## src/rtl/core/porm_pkg.sv

```systemverilog
// Shared types and constants for the pattern occurrence remover.
// No dependencies; imported by every module of the block.
package porm_pkg;

    localparam int MAX_PATTERN   = 4;
    localparam int NUM_PAT_WORDS = 4;
    localparam int WORD_W        = 32;
    localparam int CNT_W         = 16;
    localparam int LEN_W         = 3;
    localparam int CFG_ADDR_W    = 3;
    localparam int FILL_W        = $clog2(MAX_PATTERN + 1);
    localparam int QDEPTH        = 4;
    localparam int QPTR_W        = $clog2(QDEPTH);
    localparam int QCNT_W        = $clog2(QDEPTH + 1);

    typedef enum logic [CFG_ADDR_W-1:0] {
        REG_LENGTH = 3'd0,
        REG_WORD_0 = 3'd1,
        REG_WORD_1 = 3'd2,
        REG_WORD_2 = 3'd3,
        REG_WORD_3 = 3'd4
    } cfg_reg_t;

    typedef struct packed {
        logic [WORD_W-1:0] word;
        logic              eos;
    } in_item_t;

    typedef struct packed {
        logic [FILL_W-1:0]                          len;
        logic [NUM_PAT_WORDS-1:0][WORD_W-1:0]       pattern;
    } cfg_t;

    typedef struct packed {
        logic [FILL_W-1:0] fill;
        logic              last_pending;
        logic              pop;
    } back_stat_t;

endpackage

```

## src/rtl/core/porm_cfg.sv

```systemverilog
// Configuration register file: pattern length and pattern words.
// Depends on porm_pkg; feeds the effective length and pattern to porm_back.
module porm_cfg
    import porm_pkg::*;
(
    input  logic                  aclk,
    input  logic                  aresetn,
    input  logic                  cfg_valid,
    output logic                  cfg_ready,
    input  logic [CFG_ADDR_W-1:0] cfg_addr,
    input  logic [WORD_W-1:0]     cfg_data,
    output cfg_t                  cfg
);

    logic [LEN_W-1:0]  length_reg;
    logic [WORD_W-1:0] words_reg [NUM_PAT_WORDS];

    assign cfg_ready = 1'b1;

    always_ff @(posedge aclk) begin
        if (!aresetn) begin
            length_reg <= LEN_W'(1);
            for (int i = 0; i < NUM_PAT_WORDS; i++) begin
                words_reg[i] <= '0;
            end
        end else if (cfg_valid) begin
            unique case (cfg_addr)
                REG_LENGTH: length_reg   <= cfg_data[LEN_W-1:0];
                REG_WORD_0: words_reg[0] <= cfg_data;
                REG_WORD_1: words_reg[1] <= cfg_data;
                REG_WORD_2: words_reg[2] <= cfg_data;
                REG_WORD_3: words_reg[3] <= cfg_data;
                default: ;
            endcase
        end
    end

    // length 0 acts as 1, anything above the window depth is clamped
    always_comb begin
        if (length_reg == '0) begin
            cfg.len = FILL_W'(1);
        end else if (32'(length_reg) > MAX_PATTERN) begin
            cfg.len = FILL_W'(MAX_PATTERN);
        end else begin
            cfg.len = FILL_W'(length_reg);
        end
        for (int i = 0; i < NUM_PAT_WORDS; i++) begin
            cfg.pattern[i] = words_reg[i];
        end
    end

endmodule

```

## src/rtl/core/porm_queue.sv

```systemverilog
// Short word queue between the input side and the window engine.
// Depends on porm_pkg.
module porm_queue
    import porm_pkg::*;
(
    input  logic     aclk,
    input  logic     aresetn,
    input  logic     in_valid,
    output logic     in_ready,
    input  in_item_t in_item,
    output logic     out_valid,
    input  logic     out_ready,
    output in_item_t out_item
);

    in_item_t           mem_reg [QDEPTH];
    logic [QPTR_W-1:0]  wr_ptr_reg, rd_ptr_reg;
    logic [QCNT_W-1:0]  count_reg, count_next;
    logic               push, pop;

    assign in_ready  = (count_reg != QCNT_W'(QDEPTH));
    assign out_valid = (count_reg != '0);
    assign out_item  = mem_reg[rd_ptr_reg];
    assign push      = in_valid && in_ready;
    assign pop       = out_valid && out_ready;

    always_comb begin
        count_next = count_reg;
        if (push && !pop) begin
            count_next = count_reg + QCNT_W'(1);
        end else if (pop && !push) begin
            count_next = count_reg - QCNT_W'(1);
        end
    end

    always_ff @(posedge aclk) begin
        if (!aresetn) begin
            wr_ptr_reg <= '0;
            rd_ptr_reg <= '0;
            count_reg  <= '0;
        end else begin
            count_reg <= count_next;
            if (push) begin
                wr_ptr_reg <= wr_ptr_reg + QPTR_W'(1);
            end
            if (pop) begin
                rd_ptr_reg <= rd_ptr_reg + QPTR_W'(1);
            end
        end
    end

    always_ff @(posedge aclk) begin
        if (push) begin
            mem_reg[wr_ptr_reg] <= in_item;
        end
    end

endmodule

```

## src/rtl/core/porm_back.sv

```systemverilog
// Window engine: appends queued words, compares against the pattern, drains
// and flushes, and holds the output register. Depends on porm_pkg.
module porm_back
    import porm_pkg::*;
(
    input  logic              aclk,
    input  logic              aresetn,
    input  cfg_t              cfg,
    input  logic              q_valid,
    output logic              q_ready,
    input  in_item_t          q_item,
    output logic              m_valid,
    input  logic              m_ready,
    output logic [WORD_W-1:0] m_word,
    output logic              m_carries,
    output logic [CNT_W-1:0]  m_count,
    output logic              m_final,
    output back_stat_t        stat
);

    logic [WORD_W-1:0] win_reg  [MAX_PATTERN];
    logic [WORD_W-1:0] win_next [MAX_PATTERN];
    logic [WORD_W-1:0] ext      [MAX_PATTERN];
    logic [WORD_W-1:0] sh1      [MAX_PATTERN];
    logic [WORD_W-1:0] shl      [MAX_PATTERN];
    logic [FILL_W-1:0] fill_reg, fill_next, ext_fill;
    logic [CNT_W-1:0]  cnt_reg, cnt_next;
    logic              lp_reg, lp_next;
    logic              advance, do_flush, pop, iterate, match;
    logic              emit, e_carries, e_final;
    logic [WORD_W-1:0] e_word;

    logic              out_valid_reg;
    logic [WORD_W-1:0] out_word_reg;
    logic              out_carries_reg, out_final_reg;
    logic [CNT_W-1:0]  out_count_reg;

    assign advance  = !out_valid_reg || m_ready;
    assign do_flush = lp_reg && (fill_reg < cfg.len);
    assign pop      = advance && !lp_reg && (fill_reg < cfg.len) && q_valid;
    assign ext_fill = fill_reg + FILL_W'(pop);
    // a window left over-full by a shorter length drains only once a word waits or a final word is pending
    assign iterate  = advance && !do_flush && (ext_fill >= cfg.len) && (q_valid || lp_reg);
    assign q_ready  = pop;

    // window with the incoming word placed after the valid entries
    always_comb begin
        for (int i = 0; i < MAX_PATTERN; i++) begin
            ext[i] = (pop && fill_reg == FILL_W'(i)) ? q_item.word : win_reg[i];
        end
    end

    always_comb begin
        logic [WORD_W-1:0] p;
        p     = '0;
        match = 1'b1;
        for (int i = 0; i < MAX_PATTERN; i++) begin
            if (i < NUM_PAT_WORDS) begin
                p = cfg.pattern[i];
            end else begin
                p = '0;
            end
            if (FILL_W'(i) < cfg.len && ext[i] != p) begin
                match = 1'b0;
            end
        end
    end

    // shifted windows: drop one word, or drop a whole match
    always_comb begin
        int j;
        j = 0;
        for (int i = 0; i < MAX_PATTERN; i++) begin
            sh1[i] = (i + 1 < MAX_PATTERN) ? ext[(i + 1) % MAX_PATTERN] : ext[i];
            j = i + int'(cfg.len);
            shl[i] = ext[i];
            for (int k = 0; k < MAX_PATTERN; k++) begin
                if (j == k) begin
                    shl[i] = ext[k];
                end
            end
        end
    end

    always_comb begin
        win_next  = win_reg;
        fill_next = fill_reg;
        cnt_next  = cnt_reg;
        lp_next   = lp_reg;
        emit      = 1'b0;
        e_word    = '0;
        e_carries = 1'b0;
        e_final   = 1'b0;
        priority if (advance && do_flush) begin
            emit = 1'b1;
            if (fill_reg != '0) begin
                e_word    = ext[0];
                e_carries = 1'b1;
                win_next  = sh1;
                fill_next = fill_reg - FILL_W'(1);
            end else begin
                // terminator: carries the count, then the sequence restarts
                e_final  = 1'b1;
                cnt_next = '0;
                lp_next  = 1'b0;
            end
        end else if (iterate) begin
            if (match) begin
                win_next  = shl;
                fill_next = ext_fill - cfg.len;
                if (cnt_reg != '1) begin
                    cnt_next = cnt_reg + CNT_W'(1);
                end
            end else begin
                emit      = 1'b1;
                e_word    = ext[0];
                e_carries = 1'b1;
                win_next  = sh1;
                fill_next = ext_fill - FILL_W'(1);
            end
            if (pop) begin
                lp_next = q_item.eos;
            end
        end else if (pop) begin
            win_next  = ext;
            fill_next = ext_fill;
            lp_next   = q_item.eos;
        end
    end

    always_ff @(posedge aclk) begin
        if (!aresetn) begin
            fill_reg      <= '0;
            cnt_reg       <= '0;
            lp_reg        <= 1'b0;
            out_valid_reg <= 1'b0;
        end else begin
            fill_reg <= fill_next;
            cnt_reg  <= cnt_next;
            lp_reg   <= lp_next;
            if (emit) begin
                out_valid_reg <= 1'b1;
            end else if (m_ready) begin
                out_valid_reg <= 1'b0;
            end
        end
    end

    always_ff @(posedge aclk) begin
        win_reg <= win_next;
        if (emit) begin
            out_word_reg    <= e_word;
            out_carries_reg <= e_carries;
            out_final_reg   <= e_final;
            out_count_reg   <= cnt_reg;
        end
    end

    assign m_valid   = out_valid_reg;
    assign m_word    = out_word_reg;
    assign m_carries = out_carries_reg;
    assign m_count   = out_count_reg;
    assign m_final   = out_final_reg;

    assign stat.fill         = fill_reg;
    assign stat.last_pending = lp_reg;
    assign stat.pop          = pop;

endmodule

```

## src/rtl/core/pattern_occurrence_remover.sv

```systemverilog
// Top level of the pattern occurrence remover.
// Depends on porm_pkg, porm_cfg, porm_queue and porm_back.
//
// Usage:
//   s_ channel: one input word per handshake; s_tlast marks the final word
//   of a sequence. m_ channel: surviving words in order, then a terminator
//   word (m_tlast high, carries_word low) holding the match count.
//   cfg channel: register index on cfg_addr (0 length, 1..4 pattern words),
//   data on cfg_data; always ready. Write only while the block is idle.
// Path: once the window holds pattern_length words, a surviving word is
//   presented on m_ after the word that completes the window is accepted: the
//   queue takes that word at the accepting edge, and the window engine then
//   loads the surviving word into the output register.
// Throughput: one word per cycle while m_tready holds and no flush is owed, set by
//   the single window compare per cycle. A final word is followed by a flush of the
//   words still in the window, then the terminator; after a shortened pattern
//   length the next word drains the window one step per cycle while m_tready holds.
// Reset: pattern length 1, pattern words 0, window empty, count zero.
// Receiver stall: the output register holds its word, the engine halts and
//   the four-entry queue keeps accepting until full, then s_tready drops.
module pattern_occurrence_remover
    import porm_pkg::*;
(
    input  logic                      aclk,
    input  logic                      aresetn,
    input  logic                      s_tvalid,
    output logic                      s_tready,
    input  logic [WORD_W-1:0]         s_tdata,   // [31:0] word_in
    input  logic                      s_tlast,
    output logic                      m_tvalid,
    input  logic                      m_tready,
    output logic [WORD_W+CNT_W-1:0]   m_tdata,   // [31:0] word_out, [47:32] matches_removed
    output logic                      m_tuser,   // [0] carries_word
    output logic                      m_tlast,
    input  logic                      cfg_valid,
    output logic                      cfg_ready,
    input  logic [CFG_ADDR_W-1:0]     cfg_addr,
    input  logic [WORD_W-1:0]         cfg_data
);

    cfg_t              cfg;
    in_item_t          s_item, q_item;
    logic              q_valid, q_ready;
    logic [WORD_W-1:0] m_word;
    logic [CNT_W-1:0]  m_count;
    back_stat_t        stat;

    assign s_item.word = s_tdata;
    assign s_item.eos  = s_tlast;

    porm_cfg u_cfg (
        .aclk      (aclk),
        .aresetn   (aresetn),
        .cfg_valid (cfg_valid),
        .cfg_ready (cfg_ready),
        .cfg_addr  (cfg_addr),
        .cfg_data  (cfg_data),
        .cfg       (cfg)
    );

    porm_queue u_queue (
        .aclk      (aclk),
        .aresetn   (aresetn),
        .in_valid  (s_tvalid),
        .in_ready  (s_tready),
        .in_item   (s_item),
        .out_valid (q_valid),
        .out_ready (q_ready),
        .out_item  (q_item)
    );

    porm_back u_back (
        .aclk      (aclk),
        .aresetn   (aresetn),
        .cfg       (cfg),
        .q_valid   (q_valid),
        .q_ready   (q_ready),
        .q_item    (q_item),
        .m_valid   (m_tvalid),
        .m_ready   (m_tready),
        .m_word    (m_word),
        .m_carries (m_tuser),
        .m_count   (m_count),
        .m_final   (m_tlast),
        .stat      (stat)
    );

    assign m_tdata = {m_count, m_word};

    // window never holds more words than it has entries
    a_fill_bound: assert property (@(posedge aclk) disable iff (!aresetn)
        32'(stat.fill) <= MAX_PATTERN)
        else $error("window fill above depth");

    // terminator carries no word
    a_term_fields: assert property (@(posedge aclk) disable iff (!aresetn)
        m_tvalid && m_tlast |-> !m_tuser && (m_tdata[WORD_W-1:0] == '0))
        else $error("terminator with word payload");

    // no new word enters the window while a flush is owed
    a_no_pop_in_flush: assert property (@(posedge aclk) disable iff (!aresetn)
        !(stat.pop && stat.last_pending))
        else $error("word taken during flush");

endmodule
```

## config.mk

```make
export PLATFORM = sky130hd
export DESIGN_NAME = pattern_occurrence_remover
export DESIGN_NICKNAME = d
export VERILOG_FILES = /design/src/rtl/core/porm_pkg.sv /design/src/rtl/core/porm_cfg.sv /design/src/rtl/core/porm_queue.sv /design/src/rtl/core/porm_back.sv /design/src/rtl/core/pattern_occurrence_remover.sv
export SDC_FILE = /design/constraint.sdc
export NUM_CORES = 1
export LEC_CHECK = 0
export BUFFER_PORTS_ARGS = -buffer_cell sky130_fd_sc_hd__buf_2
export CAP_MARGIN = 10
export CORE_MARGIN = 5
export CORE_UTILIZATION = 30
export CTS_CLUSTER_DIAMETER = 80
export DETAILED_ROUTE_END_ITERATION = 6
export GPL_TIMING_DRIVEN = 0
export PLACE_DENSITY = 0.54
export SYNTH_ARGS = -nofsm -noshare
export SYNTH_HDL_FRONTEND = slang
export SYNTH_SLANG_ARGS = --single-unit
```

## constraint.sdc

```tcl
create_clock -name aclk -period 22.6 [get_ports aclk]
set_clock_uncertainty 0.05 [all_clocks]
set_input_delay 3.39 -clock aclk [delete_from_list [all_inputs] [get_ports aclk]]
set_output_delay 3.39 -clock aclk [all_outputs]
set_load 0.05 [all_outputs]
```

==> flow_metrics.env <==
export IMPL_worst_pin_slew_ns=1.44
export IMPL_path_class="flip-flop to flip-flop"
export IMPL_synth_ff_type="edfxtp_1"
export IMPL_routed_via_density=5.73
export IMPL_worst_ep_arrival_time_ns=9.28
export IMPL_post_cts_buffers=0
export IMPL_hold_path_depth=0
export IMPL_crit_slowest_cell="clkbuf_1"
export IMPL_cp_end_kind="flip-flop"
export IMPL_dieArea_mm2=0.0922
export IMPL_setup_violations=0
export IMPL_drive_gt1_share_pct=13.0
export IMPL_fin_ws_ns=13.59
export IMPL_rsz0062_at_grt="no"
export IMPL_powerDensity_mw_per_mm2=187
export IMPL_top_usage_layer="met2"
export IMPL_grt_max_degree=60
export IMPL_grt_use_met3_pct=4.52
export IMPL_coreArea_mm2=0.0854
export IMPL_netlist_area_mm2=0.0259
export IMPL_cp_top_family="buffers and inverters"
export IMPL_drt_pass1_iter_count=6
export IMPL_synth_area_leaders="edfxtp_1 (51%), mux2i_1 (5.6%), a21oi_1 (3.7%), and2_1 (3.5%), dfxtp_1 (2.6%)"
export IMPL_maxCapViolCount=0
export IMPL_ant_nets=0
export IMPL_peakVddDrop_mv=0.148
export IMPL_num_rows=107
export IMPL_antenna_found_initial=3
export IMPL_cp_max_fo=10
export IMPL_cts_hold_buf=0
export IMPL_grt_use_met1_pct=34.4
export IMPL_vias=21400
export IMPL_path_common_cell="ha_1"
export IMPL_cts_buffers=56
export IMPL_multi_input_area_mm2=0.0110
export IMPL_largest_register_ff_count=132
export IMPL_ys_warn_count=0
export IMPL_dpl_hpwl_mm=94.5
export IMPL_grt_pass1_wl_mm=166
export IMPL_clockBufferDepth=3
export IMPL_ios=126
export IMPL_fin_tns_setup_ns=0
export IMPL_clk_pin_slew_ns=0.06
export IMPL_routed_wl_mm=121
export IMPL_cp_data_required_time_ns=22.87
export IMPL_cp_depth=23
export IMPL_fin_crit_ns=9.01
export IMPL_cts_max_level=2
export IMPL_finalCritPeriodShare_pct=39.9
export IMPL_crit_buf_inv=8
export IMPL_synth_common_cells="edfxtp_1 (438), a21oi_1 (192), nor2_1 (159), and2_1 (146), mux2i_1 (146)"
export IMPL_clock_sinks=471
export IMPL_synth_net_count=2435
export IMPL_drc=0
export IMPL_wl_per_cell_um=32.4
export IMPL_drv_slew=0
export IMPL_grt_ovfl_total=0
export IMPL_synthCells=2340
export IMPL_fin_nets=2636
export IMPL_path_cells="clkbuf_1, clkbuf_1, inv_1, ha_1, or3_1, o32a_1, buf_6, buf_2, or4_1, inv_1, ha_1, ha_1, xnor2_1, inv_1, ha_1, a21boi_0, o221ai_2, nor4b_1, and4b_1, nand4_1, clkbuf_1, o21ai_0, a22oi_1"
export IMPL_grt_pass1_vias=20725
export IMPL_synth_top_area_cell="edfxtp_1"
export IMPL_syn2layout_area_growth_pct=16.8
export IMPL_drtIter0Drc=2680
export IMPL_io_buffers=124
export IMPL_clk_insertion_delay_late_ns=0.67
export IMPL_hold_violations=0
export IMPL_regArea_mm2=0.0138
export IMPL_initial_utilization_pct=30.3
export IMPL_ys_ff_latch=471
export IMPL_yosysTopAreaCellShare_pct=50.8
export IMPL_avgSynthCellArea_um2=11.1
export IMPL_synthDistinctLibCells=82
export IMPL_max_slew_margin_rel_pct=2.79
export IMPL_yosysSeqAreaShare_pct=53.4
export IMPL_worst_path_largest_cell_delay_ns=0.83
export IMPL_gr_usage_met2_pct=39.5
export IMPL_synth_edff_count=438
export IMPL_nFillCells=8523
export IMPL_tritoncts="done"
export IMPL_reg2regPathDepth=23
export IMPL_grtUsageTotal_pct=25.0
export IMPL_post_place_ws_ns=13.53
export IMPL_fmaxAchievable_mhz=111
export IMPL_die_w_um=304
export IMPL_run_status="finished clean"
export IMPL_cp_start_kind="flip-flop"
export IMPL_leakagePower_nw=11.0
export IMPL_postCtsResizedCells=0
export IMPL_async_flop_share_pct=0
export IMPL_gp_congestion=1.01
export IMPL_hold_class="flip-flop to flip-flop"
export IMPL_die_h_um=304
export IMPL_cts_root_buf="clkbuf_16"
export IMPL_synth_most_common_cell="edfxtp_1"
where the power goes:
part	switching, mW	internal [mW]	total, mW
Combinational	2.21	0.892	3.11
Clock	0.400	0.541	0.941
Sequential	0.177	1.44	1.62
area by class of cell:
cell class	instances	share of cell area, %
sequential	471	45.7
clock buffer	64	4.77
multi-input combinational	1607	36.4
clock inverter	41	1.49
timing repair buffer	143	3.14
tap	1144	4.74
inverter	108	1.35
antenna	2	0.0166
buffer	154	2.39
routing by layer:
metal,vias up,wire length [um]
met5,-,0
met4,0,5570
met3,234,10300
met2,1264,54400
met1,10750,50700
li1,9152,-
worst register-to-register path: cells and delay by family (launching register included):
family                   cells  cell delay (ns)
buffers and inverters        8             3.07
flip-flops                   1             0.49
adder cells (fa/ha/maj)      4             0.99
AND/OR/NAND/NOR              5             2.32
AO/OA/AOI/OAI                5             1.61
XOR/XNOR                     1             0.17
cells in the final DEF (no fill, tap or decap), types with 21 or more instances in the layout:
master     count
edfxtp_1     438
a21oi_1      192
nor2_1       159
and2_1       146
mux2i_1      146
buf_2        145
nand2_1      140
o21ai_0      117
clkbuf_1     113
inv_1        106
xnor2_1       72
xor2_1        71
a22oi_1       69
nor3_1        64
clkbuf_16     56
a211oi_1      37
nand3_1       34
dfxtp_1       33
a311oi_1      32
mux4_2        28
nand4_1       25
nor4_1        23
o22ai_1       21
per-stage QoR:
stage / std cells / area [um2] / hold WS, ns / util (%) / total power [mW]
after floorplan: 2340 / 25900 / 0.388 / - / 3.42
final: 3734 / 30200 / 0.424 / 35.4 / 5.67
after CTS: 3732 / 30200 / 0.415 / 35.4 / 5.59
after detailed placement: 3627 / 28300 / 0.406 / 33.2 / 4.64
after global routing: 3733 / 30200 / 0.433 / 35.4 / 5.85
after global placement: 3608 / 27900 / 0.410 / 32.7 / 4.54
cell families (layout without fill, tap and decap cells):
family	after synthesis	count (layout)	share of synthesized area, %
simple gates	681	681	13.4
compound gates	568	568	14.0
flops	471	471	53.4
buf+inv	262	510	4.37
mux	192	192	8.89
xor+xnor	143	143	4.84
fa+ha+maj	22	22	1.12
other cells	1	3	0.0145
path summary, 6_finish.rpt:
kind / slack, ns / from / to
worst max-delay path: 13.59 / u_cfg.length_reg[2] / u_back.win_reg[114]
worst min register to register: 0.42 / u_back.cnt_reg[10] / u_back.m_count[10]
worst max register to register: 13.59 / u_cfg.length_reg[2] / u_back.win_reg[114]
worst min-delay path: 0.42 / u_back.cnt_reg[10] / u_back.m_count[10]
No activity file was read; power rests on OpenSTA's default activity.
